<file path="config.mk">
export PLATFORM = sky130hd
export DESIGN_NAME = replication_progress_tracker
export DESIGN_NICKNAME = d
export VERILOG_FILES = /design/src/hw/rtl/rpt_pkg.sv /design/src/hw/rtl/rpt_front.sv /design/src/hw/rtl/rpt_queue.sv /design/src/hw/rtl/rpt_back.sv /design/src/hw/rtl/replication_progress_tracker.sv
export SDC_FILE = /design/constraint.sdc
export NUM_CORES = 2
export LEC_CHECK = 0
export BUFFER_PORTS_ARGS = -buffer_cell sky130_fd_sc_hd__buf_2
export CORE_AREA = 2 2 474 476
export CTS_BUF_LIST = sky130_fd_sc_hd__clkbuf_16
export CTS_CLUSTER_DIAMETER = 120
export CTS_CLUSTER_SIZE = 28
export DETAILED_ROUTE_END_ITERATION = 8
export DIE_AREA = 0 0 476 478
export PLACE_DENSITY = 0.6
export SLEW_MARGIN = 20
export SYNTH_ARGS = -nofsm -noshare
export SYNTH_HDL_FRONTEND = slang
export SYNTH_SLANG_ARGS = --single-unit
</file>
<file path="constraint.sdc">
create_clock -name clk -period 12.05 [get_ports clk]
set_input_delay 2.41 -clock clk [delete_from_list [all_inputs] [get_ports clk]]
set_output_delay 2.41 -clock clk [all_outputs]
set_load 0.05 [all_outputs]
</file>
<file path="src/hw/rtl/rpt_pkg.sv">
// ----------------------------------------------------------------------------
// rpt_pkg: shared types and constants
// opcodes, modes and the command word that the front hands to the back
// ----------------------------------------------------------------------------
package rpt_pkg;

  localparam int IDX_W             = 64;
  localparam int BUDGET_W          = 32;
  localparam int ENTRY_W           = 16;
  localparam int BYTES_W           = 32;
  localparam int INFLIGHT_CAPACITY = 256;
  localparam int CNT_W             = $clog2(INFLIGHT_CAPACITY + 1);
  localparam int QUEUE_DEPTH       = 4;
  localparam int QPTR_W            = $clog2(QUEUE_DEPTH);
  localparam int QCNT_W            = $clog2(QUEUE_DEPTH + 1);

  typedef enum logic [2:0] {
    OP_PROBE     = 3'd0,
    OP_REPLICATE = 3'd1,
    OP_SNAPSHOT  = 3'd2,
    OP_SENT      = 3'd3,
    OP_COMMIT    = 3'd4,
    OP_ACK       = 3'd5,
    OP_REJECT    = 3'd6,
    OP_QUERY     = 3'd7
  } op_t;

  typedef enum logic [1:0] {
    MODE_PROBE     = 2'd0,
    MODE_REPLICATE = 2'd1,
    MODE_SNAPSHOT  = 2'd2
  } mode_t;

  // classified event, with the state-independent arithmetic done up front
  typedef struct packed {
    op_t                 op;
    logic [IDX_W-1:0]    idx;
    logic [IDX_W-1:0]    idx_p1;
    logic [IDX_W-1:0]    hint_min;   // min(idx, hint + 1)
    logic [ENTRY_W-1:0]  entries;
    logic                entries_nz;
    logic [BYTES_W-1:0]  bytes;
  } cmd_t;

  typedef struct packed {
    logic full;
    logic empty;
  } q_status_t;

endpackage

</file>
<file path="src/hw/rtl/rpt_front.sv">
// ----------------------------------------------------------------------------
// rpt_front: input acceptance and event classification
// accepts items when the queue has room and precomputes index arithmetic
// ----------------------------------------------------------------------------
module rpt_front import rpt_pkg::*; (
  input  logic                in_valid,
  output logic                in_ready,
  input  logic [2:0]          in_opcode,
  input  logic [IDX_W-1:0]    in_log_index,
  input  logic [IDX_W-1:0]    in_hint_index,
  input  logic [ENTRY_W-1:0]  in_entry_count,
  input  logic [BYTES_W-1:0]  in_byte_count,
  input  q_status_t           q_status,
  output logic                q_push,
  output cmd_t                q_cmd
);

  logic [IDX_W-1:0] hint_p1;

  assign in_ready = !q_status.full;
  assign q_push   = in_valid && !q_status.full;
  assign hint_p1  = in_hint_index + IDX_W'(1);

  always_comb begin
    q_cmd            = '0;
    q_cmd.op         = op_t'(in_opcode);
    q_cmd.idx        = in_log_index;
    q_cmd.idx_p1     = in_log_index + IDX_W'(1);
    q_cmd.hint_min   = (in_log_index < hint_p1) ? in_log_index : hint_p1;
    q_cmd.entries    = in_entry_count;
    q_cmd.entries_nz = (in_entry_count != '0);
    q_cmd.bytes      = in_byte_count;
  end

endmodule

</file>
<file path="src/hw/rtl/rpt_queue.sv">
// ----------------------------------------------------------------------------
// rpt_queue: short command queue
// decouples the front from the back so each side can stall on its own
// ----------------------------------------------------------------------------
module rpt_queue import rpt_pkg::*; (
  input  logic       clk,
  input  logic       rst_n,
  input  logic       push,
  input  cmd_t       push_cmd,
  input  logic       pop,
  output cmd_t       head_cmd,
  output q_status_t  status
);

  cmd_t              slot_r [QUEUE_DEPTH];
  logic [QPTR_W-1:0] wr_ptr_r, wr_ptr_nxt;
  logic [QPTR_W-1:0] rd_ptr_r, rd_ptr_nxt;
  logic [QCNT_W-1:0] count_r, count_nxt;
  logic              do_push, do_pop;

  assign status.full  = (count_r == QCNT_W'(QUEUE_DEPTH));
  assign status.empty = (count_r == '0);
  assign do_push      = push && !status.full;
  assign do_pop       = pop && !status.empty;
  assign head_cmd     = slot_r[rd_ptr_r];

  always_comb begin
    wr_ptr_nxt = do_push ? wr_ptr_r + QPTR_W'(1) : wr_ptr_r;
    rd_ptr_nxt = do_pop  ? rd_ptr_r + QPTR_W'(1) : rd_ptr_r;
    count_nxt  = count_r;
    if (do_push && !do_pop) begin
      count_nxt = count_r + QCNT_W'(1);
    end else if (do_pop && !do_push) begin
      count_nxt = count_r - QCNT_W'(1);
    end
  end

  always_ff @(posedge clk) begin
    if (!rst_n) begin
      wr_ptr_r <= '0;
      rd_ptr_r <= '0;
      count_r  <= '0;
    end else begin
      wr_ptr_r <= wr_ptr_nxt;
      rd_ptr_r <= rd_ptr_nxt;
      count_r  <= count_nxt;
    end
  end

  always_ff @(posedge clk) begin
    if (do_push) begin
      slot_r[wr_ptr_r] <= push_cmd;
    end
  end

`ifndef SYNTHESIS
  a_count_bound: assert property (@(posedge clk) disable iff (!rst_n)
    count_r <= QCNT_W'(QUEUE_DEPTH))
    else $error("queue count above depth");

  a_count_track: assert property (@(posedge clk) disable iff (!rst_n)
    (do_push && !do_pop) |=> count_r == $past(count_r) + QCNT_W'(1))
    else $error("queue count missed a push");
`endif

endmodule

</file>
<file path="src/hw/rtl/rpt_back.sv">
// ----------------------------------------------------------------------------
// rpt_back: progress state and event execution
// applies one queued event per cycle unless output stalls; registers result
// ----------------------------------------------------------------------------
module rpt_back import rpt_pkg::*; (
  input  logic                clk,
  input  logic                rst_n,
  input  logic                cfg_valid,
  input  logic [BUDGET_W-1:0] cfg_data,
  input  q_status_t           q_status,
  input  cmd_t                head_cmd,
  output logic                q_pop,
  output logic                out_valid,
  input  logic                out_ready,
  output logic [1:0]          out_mode_now,
  output logic [IDX_W-1:0]    out_next_index,
  output logic [IDX_W-1:0]    out_match_index,
  output logic [IDX_W-1:0]    out_commit_sent_index,
  output logic                out_accepted,
  output logic                out_paused,
  output logic                out_error_flag
);

  logic [BUDGET_W-1:0] budget_r;
  mode_t               mode_r, mode_nxt;
  logic [IDX_W-1:0]    next_r, next_nxt;
  logic [IDX_W-1:0]    match_r, match_nxt;
  logic [IDX_W-1:0]    pend_r, pend_nxt;
  logic [IDX_W-1:0]    commit_r, commit_nxt;
  logic                paused_r, paused_nxt;
  logic [CNT_W-1:0]    cnt_r, cnt_nxt;
  logic [IDX_W-1:0]    bytes_r, bytes_nxt;
  logic                acc, err;

  logic                out_valid_r;
  logic [1:0]          out_mode_r;
  logic [IDX_W-1:0]    out_next_r, out_match_r, out_commit_r;
  logic                out_acc_r, out_paused_r, out_err_r;

  logic [IDX_W-1:0]    match_p1, pend_p1, next_m1, n_probe, n_rej;
  logic [IDX_W:0]      bytes_sum;
  logic [IDX_W-1:0]    bytes_sat;

  assign q_pop    = !q_status.empty && (!out_valid_r || out_ready);
  assign match_p1 = match_r + IDX_W'(1);
  assign pend_p1  = pend_r + IDX_W'(1);
  assign next_m1  = next_r - IDX_W'(1);
  assign n_probe  = (mode_r == MODE_SNAPSHOT && pend_p1 > match_p1) ? pend_p1 : match_p1;
  assign n_rej    = (head_cmd.hint_min > match_p1) ? head_cmd.hint_min : match_p1;
  assign bytes_sum = {1'b0, bytes_r} + {{(IDX_W + 1 - BYTES_W){1'b0}}, head_cmd.bytes};
  assign bytes_sat = bytes_sum[IDX_W] ? '1 : bytes_sum[IDX_W-1:0];

  always_comb begin
    mode_nxt   = mode_r;
    next_nxt   = next_r;
    match_nxt  = match_r;
    pend_nxt   = pend_r;
    commit_nxt = commit_r;
    paused_nxt = paused_r;
    cnt_nxt    = cnt_r;
    bytes_nxt  = bytes_r;
    acc        = 1'b0;
    err        = 1'b0;
    case (head_cmd.op)
      OP_PROBE: begin
        mode_nxt   = MODE_PROBE;
        paused_nxt = 1'b0;
        pend_nxt   = '0;
        cnt_nxt    = '0;
        bytes_nxt  = '0;
        next_nxt   = n_probe;
        commit_nxt = (commit_r < n_probe - IDX_W'(1)) ? commit_r : n_probe - IDX_W'(1);
      end
      OP_REPLICATE: begin
        mode_nxt   = MODE_REPLICATE;
        paused_nxt = 1'b0;
        pend_nxt   = '0;
        cnt_nxt    = '0;
        bytes_nxt  = '0;
        next_nxt   = match_p1;
      end
      OP_SNAPSHOT: begin
        mode_nxt   = MODE_SNAPSHOT;
        paused_nxt = 1'b0;
        cnt_nxt    = '0;
        bytes_nxt  = '0;
        pend_nxt   = head_cmd.idx;
        next_nxt   = head_cmd.idx_p1;
        commit_nxt = head_cmd.idx;
      end
      OP_SENT: begin
        if (mode_r == MODE_SNAPSHOT) begin
          err = 1'b1;
        end else if (mode_r == MODE_PROBE) begin
          if (head_cmd.entries_nz) begin
            paused_nxt = 1'b1;
          end
        end else begin
          if (head_cmd.entries_nz) begin
            next_nxt = next_r + {{(IDX_W - ENTRY_W){1'b0}}, head_cmd.entries};
            if (cnt_r < CNT_W'(INFLIGHT_CAPACITY)) begin
              cnt_nxt   = cnt_r + CNT_W'(1);
              bytes_nxt = bytes_sat;
            end
          end
          // store fullness after the add
          paused_nxt = (cnt_nxt >= CNT_W'(INFLIGHT_CAPACITY)) ||
                       (budget_r != '0 &&
                        bytes_nxt >= {{(IDX_W - BUDGET_W){1'b0}}, budget_r});
        end
      end
      OP_COMMIT: begin
        commit_nxt = head_cmd.idx;
      end
      OP_ACK: begin
        if (head_cmd.idx > match_r) begin
          match_nxt  = head_cmd.idx;
          next_nxt   = (head_cmd.idx_p1 > next_r) ? head_cmd.idx_p1 : next_r;
          paused_nxt = 1'b0;
          acc        = 1'b1;
        end
      end
      OP_REJECT: begin
        if (mode_r == MODE_REPLICATE) begin
          if (head_cmd.idx > match_r) begin
            next_nxt   = match_p1;
            commit_nxt = (commit_r < match_r) ? commit_r : match_r;
            acc        = 1'b1;
          end
        end else if (next_m1 == head_cmd.idx) begin
          next_nxt   = n_rej;
          commit_nxt = (commit_r < n_rej - IDX_W'(1)) ? commit_r : n_rej - IDX_W'(1);
          paused_nxt = 1'b0;
          acc        = 1'b1;
        end
      end
      default: begin
        acc = (head_cmd.idx > commit_r) && (commit_r < next_m1);
      end
    endcase
  end

  always_ff @(posedge clk) begin
    if (!rst_n) begin
      budget_r    <= '0;
      mode_r      <= MODE_PROBE;
      next_r      <= IDX_W'(1);
      match_r     <= '0;
      pend_r      <= '0;
      commit_r    <= '0;
      paused_r    <= 1'b0;
      cnt_r       <= '0;
      bytes_r     <= '0;
      out_valid_r <= 1'b0;
    end else begin
      if (cfg_valid) begin
        budget_r <= cfg_data;
      end
      if (q_pop) begin
        mode_r      <= mode_nxt;
        next_r      <= next_nxt;
        match_r     <= match_nxt;
        pend_r      <= pend_nxt;
        commit_r    <= commit_nxt;
        paused_r    <= paused_nxt;
        cnt_r       <= cnt_nxt;
        bytes_r     <= bytes_nxt;
        out_valid_r <= 1'b1;
      end else if (out_ready) begin
        out_valid_r <= 1'b0;
      end
    end
  end

  always_ff @(posedge clk) begin
    if (q_pop) begin
      out_mode_r   <= mode_nxt;
      out_next_r   <= next_nxt;
      out_match_r  <= match_nxt;
      out_commit_r <= commit_nxt;
      out_acc_r    <= acc;
      out_paused_r <= (mode_nxt == MODE_SNAPSHOT) || paused_nxt;
      out_err_r    <= err;
    end
  end

  assign out_valid             = out_valid_r;
  assign out_mode_now          = out_mode_r;
  assign out_next_index        = out_next_r;
  assign out_match_index       = out_match_r;
  assign out_commit_sent_index = out_commit_r;
  assign out_accepted          = out_acc_r;
  assign out_paused            = out_paused_r;
  assign out_error_flag        = out_err_r;

`ifndef SYNTHESIS
  a_cnt_cap: assert property (@(posedge clk) disable iff (!rst_n)
    cnt_r <= CNT_W'(INFLIGHT_CAPACITY))
    else $error("in-flight count above capacity");

  a_snap_paused: assert property (@(posedge clk) disable iff (!rst_n)
    (out_valid_r && out_mode_r == MODE_SNAPSHOT) |-> out_paused_r)
    else $error("snapshot result not paused");

  a_err_state: assert property (@(posedge clk) disable iff (!rst_n)
    (q_pop && err) |=> (mode_r == $past(mode_r) && next_r == $past(next_r) &&
                        cnt_r == $past(cnt_r)))
    else $error("error event changed state");
`endif

endmodule

</file>
<file path="src/hw/rtl/replication_progress_tracker.sv">
// ----------------------------------------------------------------------------
// replication_progress_tracker: leader-side replication progress for one follower
// path: input is written to the queue, then the state update registers the result
// throughput: one event per cycle unless the output stalls, set by the back-end update
// reset: synchronous active-low rst_n; probe mode, next = 1, all else zero, no budget
// ----------------------------------------------------------------------------
module replication_progress_tracker import rpt_pkg::*; (
  input  logic                clk,
  input  logic                rst_n,
  // configuration write: in-flight byte budget
  input  logic                cfg_valid,
  output logic                cfg_ready,
  input  logic [BUDGET_W-1:0] cfg_data,
  // event input
  input  logic                in_valid,
  output logic                in_ready,
  input  logic [2:0]          in_opcode,
  input  logic [IDX_W-1:0]    in_log_index,
  input  logic [IDX_W-1:0]    in_hint_index,
  input  logic [ENTRY_W-1:0]  in_entry_count,
  input  logic [BYTES_W-1:0]  in_byte_count,
  // result output
  output logic                out_valid,
  input  logic                out_ready,
  output logic [1:0]          out_mode_now,
  output logic [IDX_W-1:0]    out_next_index,
  output logic [IDX_W-1:0]    out_match_index,
  output logic [IDX_W-1:0]    out_commit_sent_index,
  output logic                out_accepted,
  output logic                out_paused,
  output logic                out_error_flag
);

  // front to queue
  logic      q_push;
  cmd_t      q_cmd;
  // queue to back
  q_status_t q_status;
  cmd_t      head_cmd;
  logic      q_pop;

  // budget register takes a write on any cycle
  assign cfg_ready = 1'b1;

  // front: takes an input transfer whenever the queue has a free slot,
  // does the index arithmetic that does not depend on tracker state
  rpt_front u_front (
    .in_valid       (in_valid),
    .in_ready       (in_ready),
    .in_opcode      (in_opcode),
    .in_log_index   (in_log_index),
    .in_hint_index  (in_hint_index),
    .in_entry_count (in_entry_count),
    .in_byte_count  (in_byte_count),
    .q_status       (q_status),
    .q_push         (q_push),
    .q_cmd          (q_cmd)
  );

  // short queue so a stalled output does not stop input transfers at once
  rpt_queue u_queue (
    .clk      (clk),
    .rst_n    (rst_n),
    .push     (q_push),
    .push_cmd (q_cmd),
    .pop      (q_pop),
    .head_cmd (head_cmd),
    .status   (q_status)
  );

  // back: executes the head event on the progress state and registers the
  // result; pops whenever the output register is empty or being drained
  rpt_back u_back (
    .clk                   (clk),
    .rst_n                 (rst_n),
    .cfg_valid             (cfg_valid),
    .cfg_data              (cfg_data),
    .q_status              (q_status),
    .head_cmd              (head_cmd),
    .q_pop                 (q_pop),
    .out_valid             (out_valid),
    .out_ready             (out_ready),
    .out_mode_now          (out_mode_now),
    .out_next_index        (out_next_index),
    .out_match_index       (out_match_index),
    .out_commit_sent_index (out_commit_sent_index),
    .out_accepted          (out_accepted),
    .out_paused            (out_paused),
    .out_error_flag        (out_error_flag)
  );

endmodule

</file>
# Word level (Yosys, flattened, before mapping)
# Memories as Yosys holds them, arrays and structs flattened. A register that Yosys moved wholly into a read port is not among the register bits.
# Index checks and enable logic that the tools add are counted.
# op_classes
addsub	14
order_cmp	13
n_eq_ne	13
muxes	60
reduce_logical	32
# op_table
cell	n
64-bit two-way mux	27
64-bit case mux with 6 select lines	1
64-bit greater-than comparator	5
64-bit less-than comparator	5
64-bit by 1-bit adder with 64-bit output (second input constant)	4
64-bit case mux with 2 select lines	2
64-bit case mux with 3 select lines	1
64-bit by 1-bit subtractor with 64-bit output (second input constant)	3
64-bit by 32-bit adder with 65-bit output	1
64-bit by 16-bit adder with 64-bit output	1
64-bit equality test	1
64-bit by 32-bit >= comparator with 1-bit output	1
9-bit two-way mux	7
32-bit nonzero test	1
9-bit case mux with 2 select lines	1
16-bit nonzero test	1
1-bit two-way mux	14
3-bit equality test (second input constant)	4
9-bit by 1-bit adder with 9-bit output (second input constant)	1
9-bit >= comparator (second input constant)	1
1-bit logical AND	9
9-bit less-than comparator (second input constant)	1
2-bit nonzero test	4
3-bit by 2-bit equality test with 1-bit output (second input constant)	2
21 further kinds	34
# totals
reg_bits	569
ramBits	976
in_bits	216
output_inout_bits	200
wordCells	153
memories	1
# memory_table
name	words	word_bits	read_ports	rd_clocked_by_memory_dff	wr	line_no	text
u_queue.slot_r	4	244	1	1	1	rpt_queue.sv:15	cmd_t slot_r [QUEUE_DEPTH];

# Depth between registers and ports, before layout
# logic_depth
word_depth	14
ltp_mapped	51
depth_no_buf	42

# Hierarchy
# A second synthesis with hierarchy kept.
# hier_totals
hier_cells	9921
hier_area_um2	102047.9
# modules_own_cells
module	n_inst	cells_each	area_each_um2	seq_area_each_um2
rpt_back	1	7825	60764.5	13222.7
rpt_queue	1	1322	35652.9	29488.3
rpt_front	1	772	5619.1	0.0
replication_progress_tracker	1	2	11.3	0.0

# Worst setup path before layout
# Ideal clock, no wire load.
# synth_path
path_type	reg-to-reg
startpoint	register (tool-made name)
endpoint	register u_back.out_commit_r[22], in the netlist u_back.out_commit_sent_index[22] (data pin)
setup_ps	270
arrival_time_ps	11615
required_ps	11780
setup_slack_ps	164
path_stages_with_launch	52
path_buffers	17
period_less_slack_ps	11886
path_cell_list	dfxtp_1 > buf_4 > buf_6 > buf_4 > buf_4 > buf_4 > buf_4 > buf_2 > buf_2 > buf_2 > buf_2 > buf_2 > mux4_2 > ha_1 > and3_1 > nand3_1 > nor4_1 > and2_1 > (+16 left out) > xor2_1 > inv_1 > ha_1 > nand2_1 > or3_1 > nor3_1 > and2_1 > a221o_1 > nor3_1 > o31a_1 > a21oi_1 > and2_1 > buf_2 > buf_2 > buf_1 > a21oi_1 > a211oi_1 > a21oi_1
# synth_rtl
element	line_no	text
end signal: assignment	rpt_back.sv:180	out_commit_r <= commit_nxt;
end: declaration	rpt_back.sv:37	logic [IDX_W-1:0] out_next_r, out_match_r, out_commit_r;

# Final worst setup path
# layout_path
startpoint	register u_back.match_r[5]
endpoint	register u_back.out_commit_r[14], in the netlist u_back.out_commit_sent_index[14] (data pin)
# layout_between
elab_chain_cells	9
word_cells_on_any_way	19
classes_between	3 x add/sub; 6 x order compare; 9 x mux; 1 x reduce/logical
# layout_lines
element	line_no	text
start: declaration	rpt_back.sv:27	logic [IDX_W-1:0] match_r, match_nxt;
start signal: assignment	rpt_back.sv:162	match_r <= match_nxt;
64-bit by 1-bit adder with 64-bit output	rpt_back.sv:45	assign match_p1 = match_r + IDX_W'(1);
64-bit greater-than comparator	rpt_back.sv:49	assign n_rej = (head_cmd.hint_min > match_p1) ? head_cmd.hint_min : match_p1;
64-bit two-way mux	rpt_back.sv:49	
64-bit by 1-bit subtractor with 64-bit output	rpt_back.sv:132	commit_nxt = (commit_r < n_rej - IDX_W'(1)) ? commit_r : n_rej - IDX_W'(1);
64-bit less-than comparator	rpt_back.sv:132	
64-bit two-way mux	rpt_back.sv:132	
64-bit two-way mux	rpt_back.sv:130	end else if (next_m1 == head_cmd.idx) begin
64-bit two-way mux	rpt_back.sv:124	if (mode_r == MODE_REPLICATE) begin
64-bit case mux with 3 select lines *	rpt_back.sv:64	case (head_cmd.op)
named net u_back.commit_nxt[14]	rpt_back.sv:29	logic [IDX_W-1:0] commit_r, commit_nxt;
# Mark *: on every way through the listed nets, which the timed path passes. The rest lies on a longest branch.
# A chain may end at the register's enable or synchronous reset.

==> run metrics <==
status=complete, no violations; later-pin clock latency in the skew report=0.84 ns; DIE AREA=228000 µm²; Avg WL per Cell=34.9 µm; CTS Buf Count=73; post-synthesis cell count=9670; Cell Area, Placed=109000 µm²; first-pass iteration count of the detailed router=9; most frequent cells in the layout=edfxtp_1 (1173), nand2_1 (756), ha_1 (725); share of the synthesized area in the top cell type=35.3%; layout cell share with drive strength beyond 1=16.8%; via count of the first global-routing pass=82600; Ports=416; effective utilization at floorplan=44.7%; ys flop type=edfxtp_1; Worst-path clk slew=0.13 ns; Post-synth EDFFs=1173; Layout Skew=0.0842 ns; initial antenna violation count=43; fin area=112000 µm²; Post-Syn Area=99700 µm²; Final Hold Viols=0; nature of the critical path startpoint=flip-flop; core footprint=223000 µm²; FP Rows=174; Worst-Margin Slew=1.35 ns; crit path max fanout=11; gpl congestion=1.05; sequential share of the synthesized area=42.8%; Slew headroom=10.1%; Initial DRC Count=13500; fin. max-slew vios=0; CTS tree=yes; Slowest Stage Delay on Critical Path=0.76 ns; Final setup viols=0; detailed placer's ending HPWL=370000 µm; CP Data Required Time=12.61 ns; CP endpoint kind=flip-flop; Routed Antenna Nets=0; Max VDD drop=0.000258 V; commonest non-fill, non-tap cell in the layout=edfxtp_1; Die Span Y=478 µm; Lkg Pwr=42.0 nW; Synth async-reset ratio=0%; Tmin final=11.72 ns; largest net degree at the start of global routing=124; crit path max-delay cell type=nor4_1; Die Wd=476 µm; RSZ-0062 raised after global routing=no; DRT Wirelength=467000 µm; total gr overflow=0; routed via count=89300; Setup TNS=0 ns; Fmax=85.4 MHz; Syn Area/Cell=10.3 µm²; Total GRT Usage=39.9%; input/output buffers=414; H-tree level count=3; area leader, netlist=edfxtp_1; critical path arrival=12.27 ns; cts hold-fix bufs=0; yosys warns=0; Root Driver=clkbuf_16; cell mode on critical path=buf_4; dpl ws=0.229 ns; first-pass GRT wire length=642000 µm; Hold WC Path Type=reg -> reg; Layout area overhead=12.1%; Max clock buf depth=3; total power=34.1 mW; post-layout net count=11300; flops & latches, synth=1547; DRC viols=0; Sink Count=1547; share of the cycle needed by the critical path after routing=97.2%; WHS=0.495 ns; max_cap viols=0; CP Class=reg -> reg; via density per instance=6.67; Final WS setup=0.334 ns; Mapped Nets=10600; synth top area cells=edfxtp_1 (35%), ha_1 (9.1%), dfxtp_1 (7.5%), mux4_2 (5.4%), xnor2_1 (3.6%); Distinct cells, synth=104; PD cells=305 nW/µm²
Yosys cell counts (63+ instances only):
cell type     n
o21ai_0     515
nand2_1     761
mux4_2      239
inv_1       402
o21a_1       73
a221oi_1     73
mux2i_1     180
and3_1      114
nor2_1      669
a21o_1      210
a21oi_1     681
edfxtp_1   1173
a211oi_1    100
a22oi_1      63
nand4_1     242
clkbuf_1    402
xnor2_1     414
o211ai_1     71
buf_2        81
mux2_2       98
dfxtp_1     374
xor2_1      156
a31oi_1     108
o221ai_1     65
a22o_1       70
ha_1        725
nand3_1     249
nor4_1      115
nor3_1      269
kinds of logic after synthesis:
kind of cell    synth area share, %
compound gates                 16.4
xor+xnor                       5.26
mux                            8.31
simple gates                   14.2
buf+inv                        3.83
other cells                 0.00376
fa+ha+maj                      9.17
flops                          42.8
sequential cells by signal (all words and copies together), names as in the netlist, named ones only:
| signal | count |
|---|---|
| u_back.next_r | 64 |
| u_back.out_match_index | 64 |
| u_back.match_r | 64 |
| u_back.out_next_index | 64 |
| u_back.commit_r | 64 |
| u_queue.rd_ptr_r | 2 |
| u_back.out_valid | 1 |
| u_queue.count_r | 3 |
| u_back.out_accepted | 1 |
| u_queue.wr_ptr_r | 2 |
| u_queue.slot_r | 976 |
| u_back.mode_r | 2 |
| u_back.pend_r | 64 |
| u_back.bytes_r | 64 |
| u_back.out_commit_sent_index | 64 |
| u_back.cnt_r | 9 |
| u_back.paused_r | 1 |
| u_back.budget_r | 32 |
| u_back.out_mode_now | 2 |
| u_back.out_error_flag | 1 |
| u_back.out_paused | 1 |
through the flow:
step                      std cells  util [%]
after floorplan                9670         -
after global placement        13200      49.0
after detailed placement      13200      49.0
after CTS                     13400      50.1
after global routing          13400      50.1
final                         13400      50.1
power breakdown:
group / switching (mW) / leakage [nW] / internal [mW] / total, mW
Clock: 1.95 / 1.32 / 1.23 / 3.18
Combinational: 15.7 / 26.7 / 7.30 / 23.0
Sequential: 1.03 / 14.0 / 6.95 / 7.98
Total: 18.6 / 42.0 / 15.5 / 34.1
per-layer routing:
| layer | routed length (µm) | global-route usage, % | vias up |
|---|---|---|---|
| met2 | 182000 | 52.9 | 5827 |
| met4 | 22700 | 16.1 | 18 |
| li1 | - | - | 38200 |
| met3 | 56400 | 9.87 | 776 |
| met1 | 207000 | 61.0 | 44500 |
| met5 | 120 | 0 | - |
cell type report:
type / count / area (µm²)
fill: 20200 / 111000
multi-input combinational: 7160 / 53500
antenna: 15 / 37.5
timing repair buffer: 1116 / 7690
sequential: 1547 / 42700
tap: 2992 / 3740
clock inverter: 62 / 638
clock buffer: 74 / 1850
inverter: 419 / 1590
worst max-delay path, delay by kind of cell, from the launching register on:
kind / cells / cell delay, ns
AOI/OAI and AO/OA: 10 / 2.13
DFF: 1 / 0.52
and+or+nand+nor: 19 / 5.10
buffers and inverters: 10 / 1.67
adders and majority gates: 3 / 0.87
muxes: 1 / 0.27
xor gates and xnor gates: 2 / 0.81
worst paths after layout:
path,start,slack (ns),to,cells after the start
worst max register to register,u_back.match_r[5],0.33,u_back.out_commit_sent_index[14],45
worst max-delay path,u_back.match_r[5],0.33,u_back.out_commit_sent_index[14],45
worst min-delay path,u_back.bytes_r[35],0.49,u_back.bytes_r[35],2
worst min register to register,u_back.bytes_r[35],0.49,u_back.bytes_r[35],2
repair_timing:
action | 4_1_cts | 5_1_grt
setup endpoints to repair | 0 | 112
hold endpoints to repair | 0 | 0
resized for setup | 0 | 4
setup buffers | 0 | 0
No activity file was read; power rests on OpenSTA's default activity.
